==> src/rtl/assert_macros.svh <==
// Assertion macros used by the RTL top module.
// Both forms sample on the rising edge; ASSERT_CLK is muted during reset and ASSERT_CLK_ALWAYS is not.
`ifndef ASSERT_MACROS_SVH
`define ASSERT_MACROS_SVH

`ifndef SYNTHESIS

`define ASSERT_CLK(label, clk, rst, prop, msg) \
  label: assert property (@(posedge clk) disable iff (rst) prop) else $error(msg);

`define ASSERT_CLK_ALWAYS(label, clk, prop, msg) \
  label: assert property (@(posedge clk) prop) else $error(msg);

`else

`define ASSERT_CLK(label, clk, rst, prop, msg)

`define ASSERT_CLK_ALWAYS(label, clk, prop, msg)

`endif

`endif

==> src/rtl/frf_pkg.sv <==
package frf_pkg;

  // Default structure parameters
  localparam int MAX_FRAME_DEF    = 32;
  localparam int HEADER_COUNT_DEF = 5;

  // Fixed field widths
  localparam int POS_W  = 6;
  localparam int LEN_W  = 8;
  localparam int TICK_W = 16;
  localparam int RUN_W  = 3;
  localparam int PLEN_W = 6;

  // Framing constants
  localparam logic [7:0] HDR_CHAR   = 8'h23;
  localparam logic [7:0] BROADCAST  = 8'hFF;
  localparam logic [7:0] MIN_LEN    = 8'd4;
  localparam logic [LEN_W-1:0] OVERHEAD = 8'd4;

  // Register reset values
  localparam logic [7:0]  OWN_ADDR_RST = 8'd0;
  localparam logic [5:0]  MIN_LEN_RST  = 6'd4;
  localparam logic [5:0]  MAX_LEN_RST  = 6'd32;
  localparam logic [15:0] TIMEOUT_RST  = 16'd100;

  // Register indexes
  localparam logic [1:0] REG_OWN_ADDR = 2'd0;
  localparam logic [1:0] REG_MIN_LEN  = 2'd1;
  localparam logic [1:0] REG_MAX_LEN  = 2'd2;
  localparam logic [1:0] REG_TIMEOUT  = 2'd3;

  // Input action codes
  localparam logic ACT_BYTE = 1'b0;
  localparam logic ACT_TICK = 1'b1;

  // Closing status codes
  localparam logic [2:0] STAT_OK       = 3'd0;
  localparam logic [2:0] STAT_NOT_HERE = 3'd1;
  localparam logic [2:0] STAT_LEN_ERR  = 3'd2;
  localparam logic [2:0] STAT_SUM_ERR  = 3'd3;
  localparam logic [2:0] STAT_TIMEOUT  = 3'd4;

  typedef enum logic {
    PH_WAIT,
    PH_READ
  } phase_t;

  typedef enum logic [1:0] {
    ST_IDLE,
    ST_READ,
    ST_LOAD,
    ST_STATUS
  } state_t;

endpackage

==> src/rtl/frf_ram.sv <==
module frf_ram #(
  parameter int WIDTH = 8,
  parameter int DEPTH = 31
) (
  input  logic                     clk,
  input  logic                     we,
  input  logic [$clog2(DEPTH)-1:0] waddr,
  input  logic [WIDTH-1:0]         wdata,
  input  logic                     re,
  input  logic [$clog2(DEPTH)-1:0] raddr,
  output logic [WIDTH-1:0]         rdata
);

  logic [WIDTH-1:0] mem [DEPTH];

  // Write port and registered read port
  always_ff @(posedge clk) begin
    if (we) begin
      mem[waddr] <= wdata;
    end
    if (re) begin
      rdata <= mem[raddr];
    end
  end

endmodule

==> src/rtl/frame_receiver_with_address_filter_top.sv <==
// A closing status item that follows no payload run is registered in the cycle after the transaction that ends it.
// Throughput: one input transaction per cycle while no payload run is being emitted and the output is not stalled.
// A payload run walks the frame store RAM: a read state and a load state per payload byte,
// then a status state for the closing status; input is held off until the run ends.
// Reset: synchronous, active high; control and configuration registers return to defaults, no RAM clearing pass.
`include "assert_macros.svh"

module frame_receiver_with_address_filter_top #(
  parameter int MAX_FRAME    = frf_pkg::MAX_FRAME_DEF,
  parameter int HEADER_COUNT = frf_pkg::HEADER_COUNT_DEF
) (
  input  logic        clk,
  input  logic        rst,
  // configuration port
  input  logic        psel,
  input  logic        penable,
  input  logic        pwrite,
  input  logic [3:0]  paddr,
  input  logic [31:0] pwdata,
  output logic [31:0] prdata,
  output logic        pready,
  // input channel
  input  logic        in_valid,
  output logic        in_ready,
  input  logic        action,
  input  logic [7:0]  rx_byte,
  // output channel
  output logic        out_valid,
  input  logic        out_ready,
  output logic [7:0]  payload_byte,
  output logic        is_payload,
  output logic [7:0]  src_address,
  output logic [7:0]  dest_address,
  output logic [4:0]  payload_length,
  output logic [2:0]  frame_status,
  output logic        last
);

  localparam int StoreDepth = MAX_FRAME - 1;
  localparam int AddrW      = $clog2(StoreDepth);
  localparam logic [frf_pkg::LEN_W-1:0] MaxLen = frf_pkg::LEN_W'(MAX_FRAME);
  localparam logic [frf_pkg::RUN_W-1:0] HdrCount = frf_pkg::RUN_W'(HEADER_COUNT);
  localparam logic [frf_pkg::POS_W-1:0] StoreDepthPos = frf_pkg::POS_W'(StoreDepth);

  // Configuration registers
  logic [7:0]  own_address;
  logic [5:0]  min_frame_len;
  logic [5:0]  max_frame_len;
  logic [15:0] timeout_ticks;

  // Control state
  frf_pkg::state_t state, state_next;
  frf_pkg::phase_t phase, phase_next;
  logic [frf_pkg::RUN_W-1:0]  header_run, header_run_next;
  logic [frf_pkg::LEN_W-1:0]  frame_length, frame_length_next;
  logic [frf_pkg::POS_W-1:0]  byte_position, byte_position_next;
  logic [7:0]                 running_sum, running_sum_next;
  logic [frf_pkg::TICK_W-1:0] tick_count, tick_count_next;
  logic [AddrW-1:0]           rd_addr, rd_addr_next;
  logic [frf_pkg::PLEN_W-1:0] emit_count, emit_count_next;
  logic                       out_valid_next;

  // Frame header fields and output payload
  logic [7:0]                 src_reg, src_reg_next;
  logic [7:0]                 dst_reg, dst_reg_next;
  logic [frf_pkg::PLEN_W-1:0] plen_reg, plen_reg_next;
  logic                       load_out;
  logic [7:0]                 payload_byte_next;
  logic                       is_payload_next;
  logic [7:0]                 src_address_next;
  logic [7:0]                 dest_address_next;
  logic [4:0]                 payload_length_next;
  logic [2:0]                 frame_status_next;
  logic                       last_next;

  // RAM port
  logic             ram_we;
  logic [AddrW-1:0] ram_waddr;
  logic             ram_re;
  logic [7:0]       ram_rdata;

  // Decode helpers
  logic                       in_take;
  logic                       out_free;
  logic                       cfg_write;
  logic [frf_pkg::LEN_W-1:0]  len_lo;
  logic [frf_pkg::LEN_W-1:0]  len_hi;
  logic [frf_pkg::POS_W-1:0]  store_idx;
  logic [frf_pkg::POS_W-1:0]  pos_inc;
  logic [frf_pkg::TICK_W-1:0] tick_inc;
  logic [frf_pkg::PLEN_W-1:0] plen_calc;

  assign pready    = 1'b1;
  assign cfg_write = psel && penable && pwrite && pready;
  assign out_free  = !out_valid || out_ready;
  assign in_ready  = (state == frf_pkg::ST_IDLE) && out_free;
  assign in_take   = in_valid && in_ready;

  // Write configuration registers
  always_ff @(posedge clk) begin
    if (rst) begin
      own_address   <= frf_pkg::OWN_ADDR_RST;
      min_frame_len <= frf_pkg::MIN_LEN_RST;
      max_frame_len <= frf_pkg::MAX_LEN_RST;
      timeout_ticks <= frf_pkg::TIMEOUT_RST;
    end else if (cfg_write) begin
      case (paddr[3:2])
        frf_pkg::REG_OWN_ADDR: own_address   <= pwdata[7:0];
        frf_pkg::REG_MIN_LEN:  min_frame_len <= pwdata[5:0];
        frf_pkg::REG_MAX_LEN:  max_frame_len <= pwdata[5:0];
        frf_pkg::REG_TIMEOUT:  timeout_ticks <= pwdata[15:0];
        default: ;
      endcase
    end
  end

  // Read back configuration registers
  always_comb begin
    case (paddr[3:2])
      frf_pkg::REG_OWN_ADDR: prdata = {24'd0, own_address};
      frf_pkg::REG_MIN_LEN:  prdata = {26'd0, min_frame_len};
      frf_pkg::REG_MAX_LEN:  prdata = {26'd0, max_frame_len};
      frf_pkg::REG_TIMEOUT:  prdata = {16'd0, timeout_ticks};
      default:               prdata = 32'd0;
    endcase
  end

  // Clamp the allowed length window
  assign len_lo = ({2'b00, min_frame_len} < frf_pkg::MIN_LEN) ? frf_pkg::MIN_LEN
                                                              : {2'b00, min_frame_len};
  assign len_hi = ({2'b00, max_frame_len} > MaxLen) ? MaxLen : {2'b00, max_frame_len};

  assign store_idx = byte_position - 1'b1;
  assign pos_inc   = byte_position + 1'b1;
  assign tick_inc  = (tick_count == '1) ? tick_count : tick_count + 1'b1;
  assign plen_calc = frf_pkg::PLEN_W'(frame_length - frf_pkg::OVERHEAD);
  assign ram_waddr = store_idx[AddrW-1:0];

  // Next state, frame parsing and output loading
  always_comb begin
    state_next          = state;
    phase_next          = phase;
    header_run_next     = header_run;
    frame_length_next   = frame_length;
    byte_position_next  = byte_position;
    running_sum_next    = running_sum;
    tick_count_next     = tick_count;
    rd_addr_next        = rd_addr;
    emit_count_next     = emit_count;
    src_reg_next        = src_reg;
    dst_reg_next        = dst_reg;
    plen_reg_next       = plen_reg;
    out_valid_next      = out_valid && !out_ready;
    load_out            = 1'b0;
    payload_byte_next   = 8'd0;
    is_payload_next     = 1'b0;
    src_address_next    = 8'd0;
    dest_address_next   = 8'd0;
    payload_length_next = 5'd0;
    frame_status_next   = frf_pkg::STAT_OK;
    last_next           = 1'b1;
    ram_we              = 1'b0;
    ram_re              = 1'b0;

    case (state)
      frf_pkg::ST_IDLE: begin
        if (in_take) begin
          if (phase == frf_pkg::PH_WAIT) begin
            // Hunt for the header run; ticks are ignored
            if (action == frf_pkg::ACT_BYTE) begin
              header_run_next = (rx_byte == frf_pkg::HDR_CHAR) ? header_run + 1'b1 : '0;
              if (header_run_next == HdrCount) begin
                phase_next         = frf_pkg::PH_READ;
                header_run_next    = '0;
                byte_position_next = '0;
                running_sum_next   = 8'd0;
                tick_count_next    = '0;
              end
            end
          end else if (action == frf_pkg::ACT_TICK) begin
            // Count ticks and drop the frame on timeout
            tick_count_next = tick_inc;
            if (tick_inc >= timeout_ticks) begin
              load_out           = 1'b1;
              frame_status_next  = frf_pkg::STAT_TIMEOUT;
              phase_next         = frf_pkg::PH_WAIT;
              header_run_next    = '0;
              byte_position_next = '0;
              tick_count_next    = '0;
            end
          end else if (byte_position == '0) begin
            // Check the length byte
            frame_length_next = rx_byte;
            if (rx_byte < len_lo || rx_byte > len_hi) begin
              load_out           = 1'b1;
              frame_status_next  = frf_pkg::STAT_LEN_ERR;
              phase_next         = frf_pkg::PH_WAIT;
              header_run_next    = '0;
              byte_position_next = '0;
              tick_count_next    = '0;
            end else begin
              running_sum_next   = rx_byte;
              byte_position_next = frf_pkg::POS_W'(1);
            end
          end else begin
            // Store the byte and accumulate the checksum
            ram_we             = store_idx < StoreDepthPos;
            byte_position_next = pos_inc;
            if (store_idx == '0) begin
              src_reg_next = rx_byte;
            end
            if (store_idx == frf_pkg::POS_W'(1)) begin
              dst_reg_next = rx_byte;
            end
            if ({2'b00, pos_inc} < frame_length) begin
              running_sum_next = running_sum + rx_byte;
            end else begin
              // Frame complete: judge checksum and destination
              phase_next         = frf_pkg::PH_WAIT;
              header_run_next    = '0;
              byte_position_next = '0;
              tick_count_next    = '0;
              plen_reg_next      = plen_calc;
              src_address_next    = src_reg;
              dest_address_next   = dst_reg;
              payload_length_next = plen_calc[4:0];
              if (running_sum != rx_byte) begin
                load_out          = 1'b1;
                frame_status_next = frf_pkg::STAT_SUM_ERR;
              end else if (dst_reg != own_address && dst_reg != frf_pkg::BROADCAST) begin
                load_out          = 1'b1;
                frame_status_next = frf_pkg::STAT_NOT_HERE;
              end else if (plen_calc == '0) begin
                load_out          = 1'b1;
                frame_status_next = frf_pkg::STAT_OK;
              end else begin
                rd_addr_next    = AddrW'(2);
                emit_count_next = plen_calc;
                state_next      = frf_pkg::ST_READ;
              end
            end
          end
        end
      end
      frf_pkg::ST_READ: begin
        // Fetch the next payload byte
        ram_re          = 1'b1;
        rd_addr_next    = rd_addr + 1'b1;
        emit_count_next = emit_count - 1'b1;
        state_next      = frf_pkg::ST_LOAD;
      end
      frf_pkg::ST_LOAD: begin
        // Hand the fetched byte to the output register
        if (out_free) begin
          load_out            = 1'b1;
          payload_byte_next   = ram_rdata;
          is_payload_next     = 1'b1;
          src_address_next    = src_reg;
          dest_address_next   = dst_reg;
          payload_length_next = plen_reg[4:0];
          last_next           = 1'b0;
          state_next = (emit_count == '0) ? frf_pkg::ST_STATUS : frf_pkg::ST_READ;
        end
      end
      frf_pkg::ST_STATUS: begin
        // Close the run with the accepted status
        if (out_free) begin
          load_out            = 1'b1;
          src_address_next    = src_reg;
          dest_address_next   = dst_reg;
          payload_length_next = plen_reg[4:0];
          frame_status_next   = frf_pkg::STAT_OK;
          state_next          = frf_pkg::ST_IDLE;
        end
      end
      default: state_next = frf_pkg::ST_IDLE;
    endcase

    if (load_out) begin
      out_valid_next = 1'b1;
    end
  end

  // Control registers
  always_ff @(posedge clk) begin
    if (rst) begin
      state         <= frf_pkg::ST_IDLE;
      phase         <= frf_pkg::PH_WAIT;
      header_run    <= '0;
      frame_length  <= '0;
      byte_position <= '0;
      running_sum   <= 8'd0;
      tick_count    <= '0;
      rd_addr       <= '0;
      emit_count    <= '0;
      out_valid     <= 1'b0;
    end else begin
      state         <= state_next;
      phase         <= phase_next;
      header_run    <= header_run_next;
      frame_length  <= frame_length_next;
      byte_position <= byte_position_next;
      running_sum   <= running_sum_next;
      tick_count    <= tick_count_next;
      rd_addr       <= rd_addr_next;
      emit_count    <= emit_count_next;
      out_valid     <= out_valid_next;
    end
  end

  // Frame fields and output payload
  always_ff @(posedge clk) begin
    src_reg  <= src_reg_next;
    dst_reg  <= dst_reg_next;
    plen_reg <= plen_reg_next;
    if (load_out) begin
      payload_byte   <= payload_byte_next;
      is_payload     <= is_payload_next;
      src_address    <= src_address_next;
      dest_address   <= dest_address_next;
      payload_length <= payload_length_next;
      frame_status   <= frame_status_next;
      last           <= last_next;
    end
  end

  frf_ram #(
    .WIDTH(8),
    .DEPTH(StoreDepth)
  ) u_store (
    .clk  (clk),
    .we   (ram_we),
    .waddr(ram_waddr),
    .wdata(rx_byte),
    .re   (ram_re),
    .raddr(rd_addr),
    .rdata(ram_rdata)
  );

  // Emission runs only after the frame has closed
  `ASSERT_CLK(a_emit_after_close, clk, rst, (state != frf_pkg::ST_IDLE) |-> (phase == frf_pkg::PH_WAIT), "payload run while still reading a frame")
  // Every RAM fetch is followed by its load
  `ASSERT_CLK(a_read_then_load, clk, rst, (state == frf_pkg::ST_READ) |=> (state == frf_pkg::ST_LOAD), "fetched byte not loaded")
  // A fetch always has a payload byte left to deliver
  `ASSERT_CLK(a_read_count, clk, rst, (state == frf_pkg::ST_READ) |-> (emit_count != '0), "fetch past the end of the payload")
  // Payload items never close a run
  `ASSERT_CLK(a_payload_not_last, clk, rst, (out_valid && is_payload) |-> !last, "payload item marked last")

endmodule

==> config.mk <==
export PLATFORM = sky130hd
export DESIGN_NAME = frame_receiver_with_address_filter_top
export DESIGN_NICKNAME = d
export VERILOG_FILES = /design/src/rtl/frf_pkg.sv /design/src/rtl/frf_ram.sv /design/src/rtl/frame_receiver_with_address_filter_top.sv
export VERILOG_INCLUDE_DIRS = /design/src /design/src/rtl
export SDC_FILE = /design/constraint.sdc
export NUM_CORES = 1
export LEC_CHECK = 0
export BUFFER_PORTS_ARGS = -buffer_cell sky130_fd_sc_hd__buf_2
export CAP_MARGIN = 20
export CELL_PAD_IN_SITES_DETAIL_PLACEMENT = 1
export CELL_PAD_IN_SITES_GLOBAL_PLACEMENT = 1
export CORE_ASPECT_RATIO = 1.75
export CORE_UTILIZATION = 50
export CTS_BUF_LIST = sky130_fd_sc_hd__clkbuf_16
export DETAILED_ROUTE_END_ITERATION = 12
export PLACE_DENSITY_LB_ADDON = 0.1
export SETUP_SLACK_MARGIN = 0.1
export SLEW_MARGIN = 10
export SYNTH_ARGS = -nofsm -noshare
export SYNTH_HDL_FRONTEND = slang
export SYNTH_SLANG_ARGS = --single-unit
==> constraint.sdc <==
create_clock -name clk -period 4.7 [get_ports clk]
set_input_delay 0.47 -clock clk [delete_from_list [all_inputs] [get_ports clk]]
set_output_delay 0.47 -clock clk [all_outputs]
set_load 0.05 [all_outputs]
==> results.md <==
- Top_reg_cell synth: edfxtp_1
- FF+latch area: between 0.01 and 0.015 mm2
- Overflow after GRT: 0
- Buf+Inv Stages, Crit Path: 0
- Most common cell after layout, fill and taps aside: edfxtp_1
- EDFF count, synth: between 300 and 400
- CTS root buf: clkbuf_16
- Highest clock rate: around 240 MHz
- Switch Pwr: roughly 0.0015 W
- Biggest regs: u_store.mem x248, tick_count x16, timeout_ticks x16
- Largest Register: u_store.mem
- Htree depth: 2
- # setup viols final: 0
- CP Data Required Time: approximately 5.2 ns
- Ys Warns: 0
- DRT antenna net count: 0
- Critical Path Fanout Max: 10
- Top cell by count, worst path: ha_1
- Tot GR Track Use: between 20% and 30%
- Pleak: between 6 and 7 nW
- Clock sink count: slightly above 400
- Area occupied by multi-input gates: between 0.006 and 0.007 mm2
- Cell Area, Synth: around 0.018 mm2
- Crit. path cell count: 14
- Netlist cell types: 71
- PwrDens: between 300 and 400 mW/mm2
- Initial core utilization: 50.8%
- R2r endpoint: byte_position[3]$_SDFFE_PP0P_
- Area grow syn2layout: 12.2%
- Routed vias: around 11000
- Number of global-route vias before repair: roughly 12000
- RSZ-0062 raised after global routing: false
- Max-Cap Viols: 0
- Register area share after synthesis: a little over 60%
- Tot Pwr: 0.00707 W
- Die H: 252 um
- CP endpoint kind: flop
- Tmin final: between 4 and 5 ns
- Critical-path cell list: ha_1 > nand4_1 > nor4_2 > nand2_1 > and2_0 > and3_1 > xor2_1 > ha_1 > a211oi_1 > o211ai_1 > a31o_2 > o21bai_1 > and2_1 > a21o_1
- Worst-case reg-to-reg path depth: 14
- Largest vdd supply drop: 0.272 mV
- R2R Setup Slk: 0.49 ns
- Wire per inst: between 20 and 25 um
- Die area: ~0.037 mm2
- Die width: 145 um
- FFs w/ async S/R, synth: 0%
- Crit-path leading delay family: simple AND/OR/NAND/NOR gates
- Critical path data arrival time: 4.69 ns
- Sequential power share: between 50% and 60%
- Final Hold Viols: 0
- Slew Viols, Final: 0
- Slowest CP cell: o21bai_1
- Clk network pwr share: between 40% and 50%
- Cells after synthesis: approximately 1300
- Clk_skew: ~0.013 ns
- Register bit count reported by yosys: ~400
- Layout fillers: ~3500
- Status: completed
- CTS tree: done
- Setup CP Type: reg2reg
- Port-buffer cells: 85
- CTS clk-pin slew, worst paths: ~0.060 ns
- Layout cell share with drive strength beyond 1: between 15 and 20%
- Max clock buf depth: 3
- Worst skew pair latency: 0.54 ns
- DP Wirelength: ~33 mm
- Total CTS buffers: 38
- Startpoint Class: flop
- Setup_tns: 0 ns
- Critical path origin: tick_count[0]$_SDFFE_PP0P_
- DRC: 0
- Max_slew headroom: approximately 29%
- First-pass GRT wire length: ~70 mm
- CORE AREA: roughly 0.035 mm2
- Fin crit share: approximately nine tenths
- Final WL: ~47 mm
- Worst flop-to-flop path startpoint: tick_count[0]$_SDFFE_PP0P_
- DR vias/cell: 5.82
- Largest net degree at the start of global routing: 81
- Number of DRC markers in iteration 0: between 500 and 600
- Worst setup path end: byte_position[3]$_SDFFE_PP0P_
- Hold Crit Class: in2reg
- Worst-Margin Slew: roughly 1.1 ns
- Gpl congestion: ~0.83
- Nets: between 1500 and 2000
- Cell Int Power: roughly 0.0056 W
- First-pass DRT Iterations: 5
- Slowest stage delay, CP: 0.58 ns
- # IOs: around 120
- Antenna cell count: 0
- Sw Share: 21.4%
- Comb power frac: just under 3%
- Avg Inst Size Synth: between 10 and 15 um2
- Row count: slightly above 90
- Max FFs per register: around 250
- Initial antenna violation count: 0
- Most frequent cells in the layout: edfxtp_1, nand2_1, nor2_1
## area by class of cell
class / count / area share [%]
multi-input cells: 800 / 31.2
clock inverters: 31 / 1.17
inverters: 46 / 0.858
well taps: 465 / 2.89
flip-flops and latches: 403 / 55.6
repair buffers: 116 / 3.40
clock buffers: 39 / 4.85
## power groups by stage
stage | combinational (W) | sequential [W] | clock (W)
finish | 0.000202 | 0.00383 | 0.00304
detailed placement | 0.000205 | 0.00391 | 0
CTS | 0.000205 | 0.00383 | 0.00308
floorplan | 0.000113 | 0.00391 | 0
global placement | 0.000199 | 0.00391 | 0
global route | 0.000216 | 0.00383 | 0.00320
## stage by stage
| stage | hold WS (ns) | cells | instance area [um2] | setup slack [ns] | util [%] |
|---|---|---|---|---|---|
| after floorplan | 0.436 | 1321 | 18000 | 0.431 | - |
| after global placement | 0.443 | 1830 | 18900 | 0.583 | 53.5 |
| after detailed placement | 0.450 | 1830 | 18900 | 0.511 | 53.5 |
| after CTS | 0.147 | 1900 | 20100 | 0.467 | 57.0 |
| after global routing | 0.171 | 1900 | 20100 | 0.0940 | 57.0 |
| final | 0.169 | 1900 | 20100 | 0.493 | 57.0 |
## per-layer routing
metal | global-route usage [%] | vias up | part of all wire, %
li1 | - | 5075 | -
met1 | 26.9 | 5658 | 35
met2 | 51.4 | 244 | 58
met3 | 2.73 | 88 | 2.8
met4 | 12.0 | 0 | 4.5
met5 | 0 | - | 0
## cells by family (layout without fill, tap and decap cells)
| family | count (synthesis) | in the layout | share of synthesized area [%] |
|---|---|---|---|
| adder cells (fa/ha/maj) | 51 | 51 | 3.60 |
| flip-flops | 403 | 403 | 62.4 |
| AO/OA/AOI/OAI | 175 | 175 | 6.23 |
| other | 2 | 17 | 0.0419 |
| XOR/XNOR | 33 | 33 | 1.61 |
| multiplexers | 127 | 127 | 12.6 |
| buffers and inverters | 118 | 232 | 2.94 |
| AND/OR/NAND/NOR | 397 | 397 | 10.6 |
## synth_stat cells, drive strengths merged (3+ instances only)
cell | instances | area share (%)
a21oi | 59 | 1.7
and3 | 6 | 0.21
ha | 50 | 3.5
and2 | 12 | 0.42
and2b | 6 | 0.25
a21o | 8 | 0.34
o2bb2ai | 8 | 0.39
nand2b | 14 | 0.50
a31oi | 12 | 0.42
nand4 | 11 | 0.47
dfxtp | 92 | 10
nor3 | 23 | 0.64
a311oi | 10 | 0.49
or3 | 6 | 0.22
xor2 | 16 | 0.78
mux4 | 78 | 9.8
nor4 | 6 | 0.29
nor3b | 5 | 0.21
nor2 | 120 | 2.6
o211ai | 7 | 0.29
buf | 30 | 1.1
or4 | 4 | 0.21
or2 | 4 | 0.14
o21a | 3 | 0.13
mux2i | 39 | 2.2
nor2b | 16 | 0.56
o21ai | 40 | 1.1
xnor2 | 17 | 0.83
a31o | 4 | 0.20
edfxtp | 311 | 52
nand2 | 121 | 2.5
a211oi | 7 | 0.29
nand3 | 35 | 0.98
mux2 | 10 | 0.63
inv | 44 | 0.92
nand3b | 3 | 0.13
clkbuf | 42 | 0.88
## worst min-delay path by stage
stage,startpoint,end,cells past startpoint
final,pwdata[6],timeout_ticks[6]$_SDFFE_PP1P_,2
after global routing,pwdata[11],timeout_ticks[11]$_SDFFE_PP0P_,3
after CTS,pwdata[6],timeout_ticks[6]$_SDFFE_PP1P_,2
after detailed placement,timeout_ticks[11]$_SDFFE_PP0P_,timeout_ticks[11]$_SDFFE_PP0P_,2
after global placement,timeout_ticks[10]$_SDFFE_PP0P_,timeout_ticks[10]$_SDFFE_PP0P_,2
after floorplan,running_sum[0]$_SDFFE_PP0P_,running_sum[0]$_SDFFE_PP0P_,1
## repair_timing
action / CTS / global route
endpoints found under the setup margin: 0 / 34
buffers inserted: 0 / 0
resized for setup: 0 / 1
hold buffers: 0 / 0
Power figures use the tool's default switching activity.
